### config.mk
export PLATFORM = sky130hd
export DESIGN_NAME = altitude_glitch_and_velocity_filter
export DESIGN_NICKNAME = d
export VERILOG_FILES = /design/src/rtl/agvf_pkg.sv /design/src/rtl/altitude_glitch_and_velocity_filter.sv
export SDC_FILE = /design/constraint.sdc
export NUM_CORES = 2
export LEC_CHECK = 0
export ABC_AREA = 1
export BUFFER_PORTS_ARGS = -buffer_cell sky130_fd_sc_hd__buf_2
export CORE_ASPECT_RATIO = 0.75
export CORE_UTILIZATION = 65
export DETAILED_ROUTE_END_ITERATION = 10
export GPL_ROUTABILITY_DRIVEN = 0
export GPL_TIMING_DRIVEN = 0
export MAX_ROUTING_LAYER = met4
export PLACE_DENSITY_LB_ADDON = 0.1
export SYNTH_ARGS = -nofsm -noshare
export SYNTH_HDL_FRONTEND = slang
export SYNTH_SLANG_ARGS = --single-unit
### constraint.sdc
create_clock -name clk -period 11.4 [get_ports clk]
set_clock_uncertainty 0.1 [all_clocks]
set_input_delay 0.57 -clock clk [delete_from_list [all_inputs] [get_ports clk]]
set_output_delay 0.57 -clock clk [all_outputs]
set_load 0.02 [all_outputs]
### src/rtl/agvf_pkg.sv
`default_nettype none

package agvf_pkg;

    localparam int HEIGHT_W   = 24;
    localparam int VEL_IN_W   = 16;
    localparam int VEL_W      = 24;
    localparam int TIME_W     = 32;
    localparam int VZ_W       = 32;
    localparam int GAIN_W     = 9;
    localparam int MODE_W     = 2;
    localparam int FACT_W     = 3;
    localparam int CFG_IDX_W  = 2;
    localparam int CFG_DATA_W = 24;
    localparam int DIV_W      = 48;
    localparam int DEN_W      = 32;

    // register indexes
    localparam logic [CFG_IDX_W-1:0] CFG_LPF_GAIN    = 2'd0;
    localparam logic [CFG_IDX_W-1:0] CFG_GLITCH_MODE = 2'd1;
    localparam logic [CFG_IDX_W-1:0] CFG_MIN_ALT     = 2'd2;

    // glitch modes
    localparam logic [MODE_W-1:0] MODE_NONE   = 2'd0;
    localparam logic [MODE_W-1:0] MODE_DIVIDE = 2'd1;
    localparam logic [MODE_W-1:0] MODE_HOLD   = 2'd2;

    localparam logic [GAIN_W-1:0]   GAIN_RESET    = 9'd77;
    localparam logic [GAIN_W-1:0]   GAIN_FULL     = 9'd256;
    localparam logic [HEIGHT_W-1:0] MIN_ALT_RESET = 24'd15360;
    localparam logic [19:0]         US_PER_S      = 20'd1000000;

    typedef logic [HEIGHT_W-1:0]      height_t;
    typedef logic signed [VEL_W-1:0]  vel_t;
    typedef logic signed [VZ_W-1:0]   vz_t;
    typedef logic [TIME_W-1:0]        time_t;

endpackage

`default_nettype wire

### src/rtl/altitude_glitch_and_velocity_filter.sv
`default_nettype none

// Altitude glitch and velocity filter. Takes one beat at a time through a
// small sequencer built around a shared restoring divider that resolves one
// quotient bit per cycle over 48 steps. A sonar beat uses one division, for
// the vertical velocity, which is skipped when the height is unchanged or
// the time difference is zero. A flow beat uses one division per filtered
// velocity lane plus the vertical one, which is skipped in the same way, and
// one more when the height is divided by three. in_stall stays high from
// acceptance until the result is loaded into the output register, plus any
// cycles that a stalled earlier result still holds that register; a
// finished result waits there while the next beat is worked on.
// The configuration port is always ready and should be written while idle.
module altitude_glitch_and_velocity_filter (
    input  wire logic                              clk,
    input  wire logic                              rst_n,
    input  wire logic                              cfg_valid,
    output logic                                   cfg_ready,
    input  wire logic [agvf_pkg::CFG_IDX_W-1:0]    cfg_index,
    input  wire logic [agvf_pkg::CFG_DATA_W-1:0]   cfg_data,
    input  wire logic                              in_valid,
    output logic                                   in_stall,
    input  wire logic                              operation,
    input  wire logic [agvf_pkg::HEIGHT_W-1:0]     height_in,
    input  wire logic signed [agvf_pkg::VEL_IN_W-1:0] vel_x_in,
    input  wire logic signed [agvf_pkg::VEL_IN_W-1:0] vel_y_in,
    input  wire logic [agvf_pkg::TIME_W-1:0]       time_us,
    output logic                                   out_valid,
    input  wire logic                              out_stall,
    output logic [agvf_pkg::HEIGHT_W-1:0]          height_out,
    output logic signed [agvf_pkg::VEL_W-1:0]      vel_x_out,
    output logic signed [agvf_pkg::VEL_W-1:0]      vel_y_out,
    output logic signed [agvf_pkg::VZ_W-1:0]       vel_z_out,
    output logic [agvf_pkg::FACT_W-1:0]            jump_factor
);
    import agvf_pkg::*;

    localparam logic [3:0] S_IDLE   = 4'd0;
    localparam logic [3:0] S_GLITCH = 4'd1;
    localparam logic [3:0] S_DIVM   = 4'd2;
    localparam logic [3:0] S_POSTM  = 4'd3;
    localparam logic [3:0] S_MULA   = 4'd4;
    localparam logic [3:0] S_MULB   = 4'd5;
    localparam logic [3:0] S_LOADV  = 4'd6;
    localparam logic [3:0] S_DIVV   = 4'd7;
    localparam logic [3:0] S_POSTV  = 4'd8;
    localparam logic [3:0] S_VZ     = 4'd9;
    localparam logic [3:0] S_LOADZ  = 4'd10;
    localparam logic [3:0] S_DIVZ   = 4'd11;
    localparam logic [3:0] S_POSTZ  = 4'd12;
    localparam logic [3:0] S_OUT    = 4'd13;

    localparam logic [5:0] DIV_LAST = 6'(DIV_W - 1);

    logic [3:0]                 state_reg, state_next;
    logic [GAIN_W-1:0]          gain_reg, gain_next;
    logic [MODE_W-1:0]          mode_reg, mode_next;
    height_t                    min_alt_reg, min_alt_next;
    logic                       op_reg, op_next;
    height_t                    m_reg, m_next;
    logic signed [VEL_IN_W-1:0] vx_in_reg, vx_in_next, vy_in_reg, vy_in_next;
    time_t                      t_reg, t_next;
    logic [FACT_W-1:0]          f_reg, f_next;
    height_t                    last_good_reg, last_good_next;
    height_t                    height_reg, height_next;
    vel_t                       filt_x_reg, filt_x_next, filt_y_reg, filt_y_next;
    height_t                    prior_h_reg, prior_h_next, older_h_reg, older_h_next;
    time_t                      prior_t_reg, prior_t_next, older_t_reg, older_t_next;
    vz_t                        vz_reg, vz_next;
    logic                       first_reg, first_next;
    logic                       sel_y_reg, sel_y_next;
    logic signed [33:0]         prod_reg, prod_next;
    logic signed [39:0]         acc_reg, acc_next;
    logic                       neg_reg, neg_next;
    logic signed [DIV_W-1:0]    vzp_reg, vzp_next;
    logic [DIV_W-1:0]           quo_reg, quo_next;
    logic [DEN_W-1:0]           rem_reg, rem_next, den_reg, den_next;
    logic [5:0]                 cnt_reg, cnt_next;
    logic                       ov_reg, ov_next;
    height_t                    ho_reg, ho_next;
    vel_t                       vxo_reg, vxo_next, vyo_reg, vyo_next;
    vz_t                        vzo_reg, vzo_next;
    logic [FACT_W-1:0]          jf_reg, jf_next;

    // combinational helpers
    logic [GAIN_W-1:0]          g_eff, g_inv;
    logic [27:0]                m4, l15;
    logic [26:0]                m2, l5, m4s, l7;
    logic                       above, jump4, jump3, jump2;
    logic [DEN_W:0]             rem_sh;
    logic                       ge;
    logic signed [39:0]         pf, gv;
    logic signed [VEL_IN_W-1:0] vel_sel;
    logic [DIV_W-1:0]           acc_ext, den_ext;
    logic [DEN_W-1:0]           den_v;
    logic [VEL_W-1:0]           qv;
    logic signed [24:0]         diff;
    time_t                      dt;

    assign cfg_ready   = 1'b1;
    assign in_stall    = (state_reg != S_IDLE);
    assign out_valid   = ov_reg;
    assign height_out  = ho_reg;
    assign vel_x_out   = vxo_reg;
    assign vel_y_out   = vyo_reg;
    assign vel_z_out   = vzo_reg;
    assign jump_factor = jf_reg;

    // gain clamp and jump thresholds
    always_comb
    begin
        g_eff = (gain_reg > GAIN_FULL) ? GAIN_FULL : gain_reg;
        g_inv = GAIN_FULL - g_eff;
        m4    = {2'b00, m_reg, 2'b00};
        l15   = ({last_good_reg, 4'b0000}) - {4'b0000, last_good_reg};
        m2    = {2'b00, m_reg, 1'b0};
        l5    = {1'b0, last_good_reg, 2'b00} + {3'b000, last_good_reg};
        m4s   = {1'b0, m_reg, 2'b00};
        l7    = {last_good_reg, 3'b000} - {3'b000, last_good_reg};
        above = (m_reg >= min_alt_reg);
        jump4 = (m4 > l15);
        jump3 = (m2 > l5);
        jump2 = (m4s > l7);
    end

    // divider step, filter products and vertical difference
    always_comb
    begin
        rem_sh  = {rem_reg, quo_reg[DIV_W-1]};
        ge      = (rem_sh >= {1'b0, den_reg});
        vel_sel = sel_y_reg ? vy_in_reg : vx_in_reg;
        pf      = prod_reg * $signed({1'b0, f_reg});
        gv      = $signed({1'b0, g_eff}) * vel_sel;
        den_v   = {21'd0, f_reg, 8'd0};
        acc_ext = {{(DIV_W-40){acc_reg[39]}}, acc_reg};
        den_ext = {16'd0, den_v};
        qv      = quo_reg[VEL_W-1:0];
        diff    = $signed({1'b0, height_reg}) - $signed({1'b0, older_h_reg});
        dt      = t_reg - older_t_reg;
    end

    // sequencer
    always_comb
    begin
        state_next     = state_reg;
        gain_next      = gain_reg;
        mode_next      = mode_reg;
        min_alt_next   = min_alt_reg;
        op_next        = op_reg;
        m_next         = m_reg;
        vx_in_next     = vx_in_reg;
        vy_in_next     = vy_in_reg;
        t_next         = t_reg;
        f_next         = f_reg;
        last_good_next = last_good_reg;
        height_next    = height_reg;
        filt_x_next    = filt_x_reg;
        filt_y_next    = filt_y_reg;
        prior_h_next   = prior_h_reg;
        older_h_next   = older_h_reg;
        prior_t_next   = prior_t_reg;
        older_t_next   = older_t_reg;
        vz_next        = vz_reg;
        first_next     = first_reg;
        sel_y_next     = sel_y_reg;
        prod_next      = prod_reg;
        acc_next       = acc_reg;
        neg_next       = neg_reg;
        vzp_next       = vzp_reg;
        quo_next       = quo_reg;
        rem_next       = rem_reg;
        den_next       = den_reg;
        cnt_next       = cnt_reg;
        ov_next        = ov_reg;
        ho_next        = ho_reg;
        vxo_next       = vxo_reg;
        vyo_next       = vyo_reg;
        vzo_next       = vzo_reg;
        jf_next        = jf_reg;

        // output register drains
        if (ov_reg && !out_stall)
        begin
            ov_next = 1'b0;
        end

        // configuration writes
        if (cfg_valid)
        begin
            unique case (cfg_index)
                CFG_LPF_GAIN:    gain_next    = cfg_data[GAIN_W-1:0];
                CFG_GLITCH_MODE: mode_next    = cfg_data[MODE_W-1:0];
                CFG_MIN_ALT:     min_alt_next = cfg_data[HEIGHT_W-1:0];
                default:         ;
            endcase
        end

        unique case (state_reg)
            S_IDLE:
            begin
                if (in_valid)
                begin
                    op_next    = operation;
                    m_next     = height_in;
                    vx_in_next = vel_x_in;
                    vy_in_next = vel_y_in;
                    t_next     = time_us;
                    state_next = S_GLITCH;
                end
            end

            S_GLITCH:
            begin
                f_next      = 3'd1;
                height_next = m_reg;
                sel_y_next  = 1'b0;
                if (op_reg)
                begin
                    state_next = S_VZ;
                end
                else
                begin
                    state_next = S_MULA;
                    if (!above)
                    begin
                        last_good_next = m_reg;
                    end
                    else if (mode_reg == MODE_DIVIDE)
                    begin
                        priority if (jump4)
                        begin
                            f_next      = 3'd4;
                            height_next = {2'b00, m_reg[HEIGHT_W-1:2]};
                        end
                        else if (jump3)
                        begin
                            f_next     = 3'd3;
                            quo_next   = {{(DIV_W-HEIGHT_W){1'b0}}, m_reg};
                            rem_next   = '0;
                            den_next   = 32'd3;
                            cnt_next   = '0;
                            state_next = S_DIVM;
                        end
                        else if (jump2)
                        begin
                            f_next      = 3'd2;
                            height_next = {1'b0, m_reg[HEIGHT_W-1:1]};
                        end
                        else
                        begin
                            last_good_next = m_reg;
                        end
                    end
                    else if (mode_reg == MODE_HOLD)
                    begin
                        if (jump2)
                        begin
                            last_good_next = m_reg;
                            height_next    = height_reg;
                        end
                    end
                end
            end

            S_DIVM, S_DIVV, S_DIVZ:
            begin
                rem_next = ge ? DEN_W'(rem_sh - {1'b0, den_reg}) : rem_sh[DEN_W-1:0];
                quo_next = {quo_reg[DIV_W-2:0], ge};
                cnt_next = cnt_reg + 6'd1;
                if (cnt_reg == DIV_LAST)
                begin
                    unique case (state_reg)
                        S_DIVM:  state_next = S_POSTM;
                        S_DIVV:  state_next = S_POSTV;
                        default: state_next = S_POSTZ;
                    endcase
                end
            end

            S_POSTM:
            begin
                height_next = quo_reg[HEIGHT_W-1:0];
                state_next  = S_MULA;
            end

            S_MULA:
            begin
                prod_next  = $signed({1'b0, g_inv}) * (sel_y_reg ? filt_y_reg : filt_x_reg);
                state_next = S_MULB;
            end

            S_MULB:
            begin
                acc_next   = pf + (gv <<< 8);
                state_next = S_LOADV;
            end

            S_LOADV:
            begin
                // floor division of a negative value through its magnitude
                neg_next   = acc_reg[39];
                quo_next   = acc_reg[39] ? (DIV_W'(0) - acc_ext) + den_ext - DIV_W'(1)
                                         : acc_ext;
                rem_next   = '0;
                den_next   = den_v;
                cnt_next   = '0;
                state_next = S_DIVV;
            end

            S_POSTV:
            begin
                if (sel_y_reg)
                begin
                    filt_y_next = neg_reg ? $signed(VEL_W'(0) - qv) : $signed(qv);
                    sel_y_next  = 1'b0;
                    state_next  = S_VZ;
                end
                else
                begin
                    filt_x_next = neg_reg ? $signed(VEL_W'(0) - qv) : $signed(qv);
                    sel_y_next  = 1'b1;
                    state_next  = S_MULA;
                end
            end

            S_VZ:
            begin
                state_next = S_OUT;
                if (first_reg)
                begin
                    prior_h_next = height_reg;
                    older_h_next = height_reg;
                    prior_t_next = t_reg;
                    older_t_next = t_reg;
                    vz_next      = '0;
                    first_next   = 1'b0;
                end
                else if (prior_h_reg != height_reg)
                begin
                    vzp_next     = diff * $signed({1'b0, US_PER_S});
                    den_next     = dt;
                    older_h_next = prior_h_reg;
                    older_t_next = prior_t_reg;
                    prior_h_next = height_reg;
                    prior_t_next = t_reg;
                    if (dt != '0)
                    begin
                        state_next = S_LOADZ;
                    end
                end
            end

            S_LOADZ:
            begin
                neg_next   = vzp_reg[DIV_W-1];
                quo_next   = vzp_reg[DIV_W-1] ? DIV_W'(DIV_W'(0) - vzp_reg) : vzp_reg;
                rem_next   = '0;
                cnt_next   = '0;
                state_next = S_DIVZ;
            end

            S_POSTZ:
            begin
                // truncate toward zero then saturate
                if (!neg_reg)
                begin
                    vz_next = (|quo_reg[DIV_W-1:VZ_W-1]) ? 32'sh7FFF_FFFF
                                                         : $signed(quo_reg[VZ_W-1:0]);
                end
                else
                begin
                    vz_next = (quo_reg > DIV_W'(32'h8000_0000)) ? 32'sh8000_0000
                              : $signed(VZ_W'(0) - quo_reg[VZ_W-1:0]);
                end
                state_next = S_OUT;
            end

            S_OUT:
            begin
                if (!ov_reg || !out_stall)
                begin
                    ov_next    = 1'b1;
                    ho_next    = height_reg;
                    vxo_next   = filt_x_reg;
                    vyo_next   = filt_y_reg;
                    vzo_next   = vz_reg;
                    jf_next    = f_reg;
                    state_next = S_IDLE;
                end
            end

            default:
            begin
                state_next = S_IDLE;
            end
        endcase
    end

    // control and filter state
    always_ff @(posedge clk or negedge rst_n)
    begin
        if (!rst_n)
        begin
            state_reg     <= S_IDLE;
            gain_reg      <= GAIN_RESET;
            mode_reg      <= MODE_DIVIDE;
            min_alt_reg   <= MIN_ALT_RESET;
            last_good_reg <= '0;
            height_reg    <= '0;
            filt_x_reg    <= '0;
            filt_y_reg    <= '0;
            prior_h_reg   <= '0;
            older_h_reg   <= '0;
            prior_t_reg   <= '0;
            older_t_reg   <= '0;
            vz_reg        <= '0;
            first_reg     <= 1'b1;
            sel_y_reg     <= 1'b0;
            cnt_reg       <= '0;
            ov_reg        <= 1'b0;
        end
        else
        begin
            state_reg     <= state_next;
            gain_reg      <= gain_next;
            mode_reg      <= mode_next;
            min_alt_reg   <= min_alt_next;
            last_good_reg <= last_good_next;
            height_reg    <= height_next;
            filt_x_reg    <= filt_x_next;
            filt_y_reg    <= filt_y_next;
            prior_h_reg   <= prior_h_next;
            older_h_reg   <= older_h_next;
            prior_t_reg   <= prior_t_next;
            older_t_reg   <= older_t_next;
            vz_reg        <= vz_next;
            first_reg     <= first_next;
            sel_y_reg     <= sel_y_next;
            cnt_reg       <= cnt_next;
            ov_reg        <= ov_next;
        end
    end

    // payload and datapath registers
    always_ff @(posedge clk)
    begin
        op_reg    <= op_next;
        m_reg     <= m_next;
        vx_in_reg <= vx_in_next;
        vy_in_reg <= vy_in_next;
        t_reg     <= t_next;
        f_reg     <= f_next;
        prod_reg  <= prod_next;
        acc_reg   <= acc_next;
        neg_reg   <= neg_next;
        vzp_reg   <= vzp_next;
        quo_reg   <= quo_next;
        rem_reg   <= rem_next;
        den_reg   <= den_next;
        ho_reg    <= ho_next;
        vxo_reg   <= vxo_next;
        vyo_reg   <= vyo_next;
        vzo_reg   <= vzo_next;
        jf_reg    <= jf_next;
    end

endmodule

`default_nettype wire

# == Word-level counts from Yosys, hierarchy flattened ==
# Index checks and enable logic that the tools add are counted.
# W data, S select, Z words.
# word_totals
ff_bits,715
in_bits,120
word_cells,224
# op_classes
addsub,15
mul,4
n_lt_le_gt_ge,7
n_eq_ne,36
n_mux,84
bitwise_logic,5
reduce_logical,37
# ops
op,count
$mux W32,21
$mux W24,19
$mux W48,7
$pmux W32 S3,2
$pmux W48 S4,1
$pmux W32 S2,1
$sub A32 B32 Y32,2
$gt A48 B32 Y1 const B,1
$pmux W24 S2,1
$pmux W4 S12,1
$sub A1 B48 Y48 const A,1
$sub A41 B2 Y42 const B,1
$add A40 B12 Y41,1
$mul A25 B15 Y40 const B,1
$sub A1 B39 Y40 const A,1
$add A38 B34 Y39,1
$mul A34 B4 Y38,1
$mul A10 B34 Y34,1
$mux W34,1
$ge A33 B32 Y1,1
$reduce_bool A32 Y1,1
$sub A1 B32 Y32 const A,1
$mux W6,5
$gt A26 B28 Y1,1
51 further kinds,114

# == Longest topological paths before layout ==
# logic_depth
ltp_word,9
mapped_depth,42
depth_no_buf,41

# == Worst setup path before layout ==
# OpenSTA, ideal clock, no wires.
# synth_path
path_type,reg-to-reg
startpoint,register sel_y_reg
endpoint,register acc_reg[36] (data pin)
t_arrival_ps,7619
t_required_ps,11041
path_slack_ps,3422
stages_incl_launch_ff,34
cell_sequence,dfrtp_1 clkbuf_1 clkbuf_1 clkbuf_1 nand2_1 o21ai_0 nand2_1 fa_1 inv_1 fa_1 fa_1 fa_1 inv_1 fa_1 inv_1 ha_1 nand2_1 nor4_1 nand4_1 nand3_1 nand3_1 nand2_1 nand4_1 nand3_1 xor2_1 fa_1 ha_1 a21oi_1 o21ai_0 a221oi_1 nand2_1 nand2_1 nand2_1 xor2_1
# synth_via
elab_chain_len,3
# synth_rtl
element,line_no,rtl
start: declaration,altitude_glitch_and_velocity_filter.sv:71,"logic sel_y_reg, sel_y_next;"
start signal: assignment,altitude_glitch_and_velocity_filter.sv:438,sel_y_reg <= sel_y_next;
$mux W16,altitude_glitch_and_velocity_filter.sv:131,vel_sel = sel_y_reg ? vy_in_reg : vx_in_reg;
$mul A10 B16 Y26,altitude_glitch_and_velocity_filter.sv:133,"gv = $signed({1'b0, g_eff}) * vel_sel;"
$add A38 B34 Y39,altitude_glitch_and_velocity_filter.sv:294,acc_next = pf + (gv <<< 8);
end signal: assignment,altitude_glitch_and_velocity_filter.sv:454,acc_reg <= acc_next;
end: declaration,altitude_glitch_and_velocity_filter.sv:73,"logic signed [39:0] acc_reg, acc_next;"
# Every way passes these cells.
# A chain may end at the register's enable or synchronous reset.

# == Worst setup path after layout ==
# Ends and elaborated chain as after synthesis.

==> summary.txt <==
Critical path
  – Startpoint types: register
  – Crit Path Class: reg2reg
  – CP Capture Type: register
  – Worst EP required: 11720 ps
  – Max FO, Critical Path: 10
  – Critical path's slowest cell: clkbuf_1
  – CP max stage delay: around 820 ps
  – CP arrival: between 10000 and 15000 ps

Detailed routing
  – Drt drc: 0
  – 1st-iter DRT viols: 6628
  – ANT nets after route: 0
  – Pre-Repair DR Iteration Count: 8
  – DR WL/cell: roughly 20 µm
  – Vias: 57230
  – Post-DR vias/cell: between 5 and 6
  – Routed wire length: a little under 200 mm

Cells and area
  – Fillers: 7708
  – Layout area overhead: 10.16%
  – Max reg flops: 48
  – Multi-input gate area: 39180 µm²
  – Layout Utilization: 72.48%
  – Nets: 9605
  – Register area: 19980 µm²
  – Share of layout cells above drive strength 1: 6.071%
  – Filler-free cell count of the finished design: 9762

GRT
  – Largest net degree at the start of global routing: 115
  – GR Overflow Total: 0
  – Initial antenna violation count: 3
  – Gr usage total: about 39%
  – First-pass GRT wire length: 302.5 mm
  – Vias in the first global route: 54900

Timing
  – RSZ-0062 raised after global routing: false
  – Final Cycle Share: 88.49%
  – Min cycle time layout: 10090 ps
  – Final-report max-slew violation count: 0
  – Max Freq: 99.13 MHz
  – Slew @ Worst Pin: 1216 ps
  – Max_slew headroom: 18.08%
  – Final setup violating endpoints: 0
  – Hold Vio Cnt, Final: 0
  – Setup TNS: 0 ps

Floorplan
  – I/O pin count: 230
  – Core area: 99600 µm²
  – DIE HEIGHT: approximately 280 µm
  – Initial core utilization: 65.80%
  – Die area: ~100000 µm²
  – Site Rows: 100
  – Die Width: 368.6 µm

Synthesis
  – Avg Cell Area, Syn: 8.226 µm²
  – Async SR Flop Fraction: 40.39%
  – Post-synth EDFFs: 425
  – Syn Nets: 9200
  – Synth Register Bits: 713
  – Sequential-to-total area share from yosys stat: 30.49%
  – Syn. warnings: 0
  – Cells after Synth: 7966
  – Netlist cell types: 70
  – Top FF cell, synth: edfxtp_1
  – Post-Synthesis Cell Area: 65530 µm²

Clock network
  – Root Buffer: clkbuf_16
  – TritonCTS clock tree: yes
  – Number of buffers created by CTS: 76
  – Post-CTS resize count: 0
  – H-tree depth: 3
  – Clock transition at the registers of the reported paths: around 60 ps
  – Worst-skew pair later-pin latency: 680 ps
  – CTS Sinks: just over 700
  – Clock Path Buffers: 3

Run status
  – Status: finished clean

Placed design
  – Port Buf Inserts: approximately 230
  – Detailed-placement wirelength estimate: 155.1 mm
  – Cell count after placement: 9533

Flow run
  – Max-cap violations: 0

Power and ir drop
  – Maximum vdd drop: 374.9 µV
  – Leakage: 36.36 nW
  – Pwr Density: 147.5 nW/µm²
  – Total Power: 10.65 mW

Worst hold path
  – Worst hold path class: in2reg
-- stage by stage --
step	hold WS [ps]	cell area (µm²)	setup WS [ps]
floorplan	174.4	65530	3422
global placement	333.8	68330	1424
detailed placement	332.6	68690	1302
CTS	0.2510	72180	1318
global route	13.48	72190	585.9
finish	31.43	72190	1312
-- path summary, 6_finish.rpt --
| path | start | end | slack (ps) | depth (start not counted) |
|---|---|---|---|---|
| worst min register to register | vz_reg[11] | vel_z_out[11] | 340 | 0 |
| worst max register to register | sel_y_reg | acc_reg[36] | 1310 | 33 |
| worst max-delay path | sel_y_reg | acc_reg[36] | 1310 | 33 |
| min in group asynchronous | rst_n | older_h_reg[20] | 320 | 2 |
| max in group asynchronous | rst_n | min_alt_reg[8] | 9820 | 3 |
| worst min-delay path | cfg_data[16] | min_alt_reg[16] | 30 | 3 |
-- cell usage after synthesis (all sizes together), types with 9 or more instances --
library cell | count | area, µm²
dfrtp | 278 | 6957
a211oi | 9 | 67.56
o21a | 9 | 67.56
or2 | 21 | 131.4
a21o | 27 | 202.7
a21oi | 476 | 2394
xnor2 | 112 | 980.9
inv | 1502 | 5638
o2111ai | 13 | 113.9
nor2 | 695 | 2666
nand3b | 15 | 112.6
clkbuf | 118 | 442.9
dfstp | 10 | 262.8
edfxtp | 425 | 12760
nand2 | 1709 | 6450
a21boi | 14 | 105.1
a221oi | 12 | 105.1
o21bai | 20 | 150.1
xor2 | 179 | 1575
nor4 | 32 | 215.2
nand4 | 62 | 394.1
o21ai | 517 | 2606
nor3 | 76 | 405.4
nand3 | 270 | 1391
buf | 61 | 335.3
ha | 630 | 7883
fa | 484 | 9689
o221ai | 16 | 140.1
o211ai | 82 | 655.6
a31oi | 39 | 244.0
-- routing by layer --
layer	part of all wire, %	up-vias	routed length, µm	GRT usage, %
met1	41	27090	79700	53.13
met5	0	-	0	-
met4	4.3	0	8234	14.33
li1	-	26460	-	-
met2	43	3139	83920	57.49
met3	11	540	21670	9.181
-- report_power, final --
group / total, mW / leakage (nW) / switching, mW / internal (mW)
clock: 2.64 / 1.27 / 1.13 / 1.51
combinational: 5.00 / 27.8 / 3.18 / 1.82
sequential: 3.01 / 7.26 / 0.0118 / 3.00
-- layout by cell type (no fill, tap or decap), types with 178 or more instances in the layout --
| cell type | count |
|---|---|
| dfrtp_1 | 278 |
| a21oi_1 | 474 |
| nand2_1 | 1699 |
| ha_1 | 630 |
| inv_1 | 1492 |
| o21ai_0 | 463 |
| nor2_1 | 673 |
| buf_2 | 258 |
| xor2_1 | 178 |
| edfxtp_1 | 425 |
| nand3_1 | 262 |
| fa_1 | 484 |
-- cell families (layout without fill, tap and decap cells) --
| kind of cell | after synthesis | in the layout | synth area share [%] |
|---|---|---|---|
| flops | 713 | 713 | 30.49 |
| mux | 2 | 2 | 0.03246 |
| fa+ha+maj | 1114 | 1114 | 26.81 |
| simple gates | 2893 | 2893 | 18.09 |
| compound gates | 1265 | 1265 | 10.84 |
| other cells | 1 | 3 | 0.005722 |
| xor+xnor | 291 | 291 | 3.901 |
| buf+inv | 1687 | 2155 | 9.825 |
-- critical path, delay by kind of cell (launching register included) --
| kind | cells | cell delay (ps) |
|---|---|---|
| AND/OR/NAND/NOR | 13 | 1740 |
| adder cells (fa/ha/maj) | 8 | 3670 |
| XOR/XNOR | 2 | 760 |
| AO/OA/AOI/OAI | 4 | 880 |
| flip-flops | 1 | 320 |
| buffers and inverters | 6 | 2320 |
-- final cells by class --
cell class,count,area share (%)
multi-input cells,5566,54.27
flip-flops and latches,713,27.68
inverters,1508,7.841
repair buffers,327,3.179
clock buffers,110,3.070
well taps,1326,2.298
plain buffers,179,1.078
clock inverters,31,0.5806
diodes,2,0.006933
-- what timing repair did --
action / 4_1_cts / 5_1_grt
buffers inserted: 0 / 0
endpoints found under the hold margin: 148 / 0
hold buffers: 86 / 0
Power figures use the tool's default switching activity.
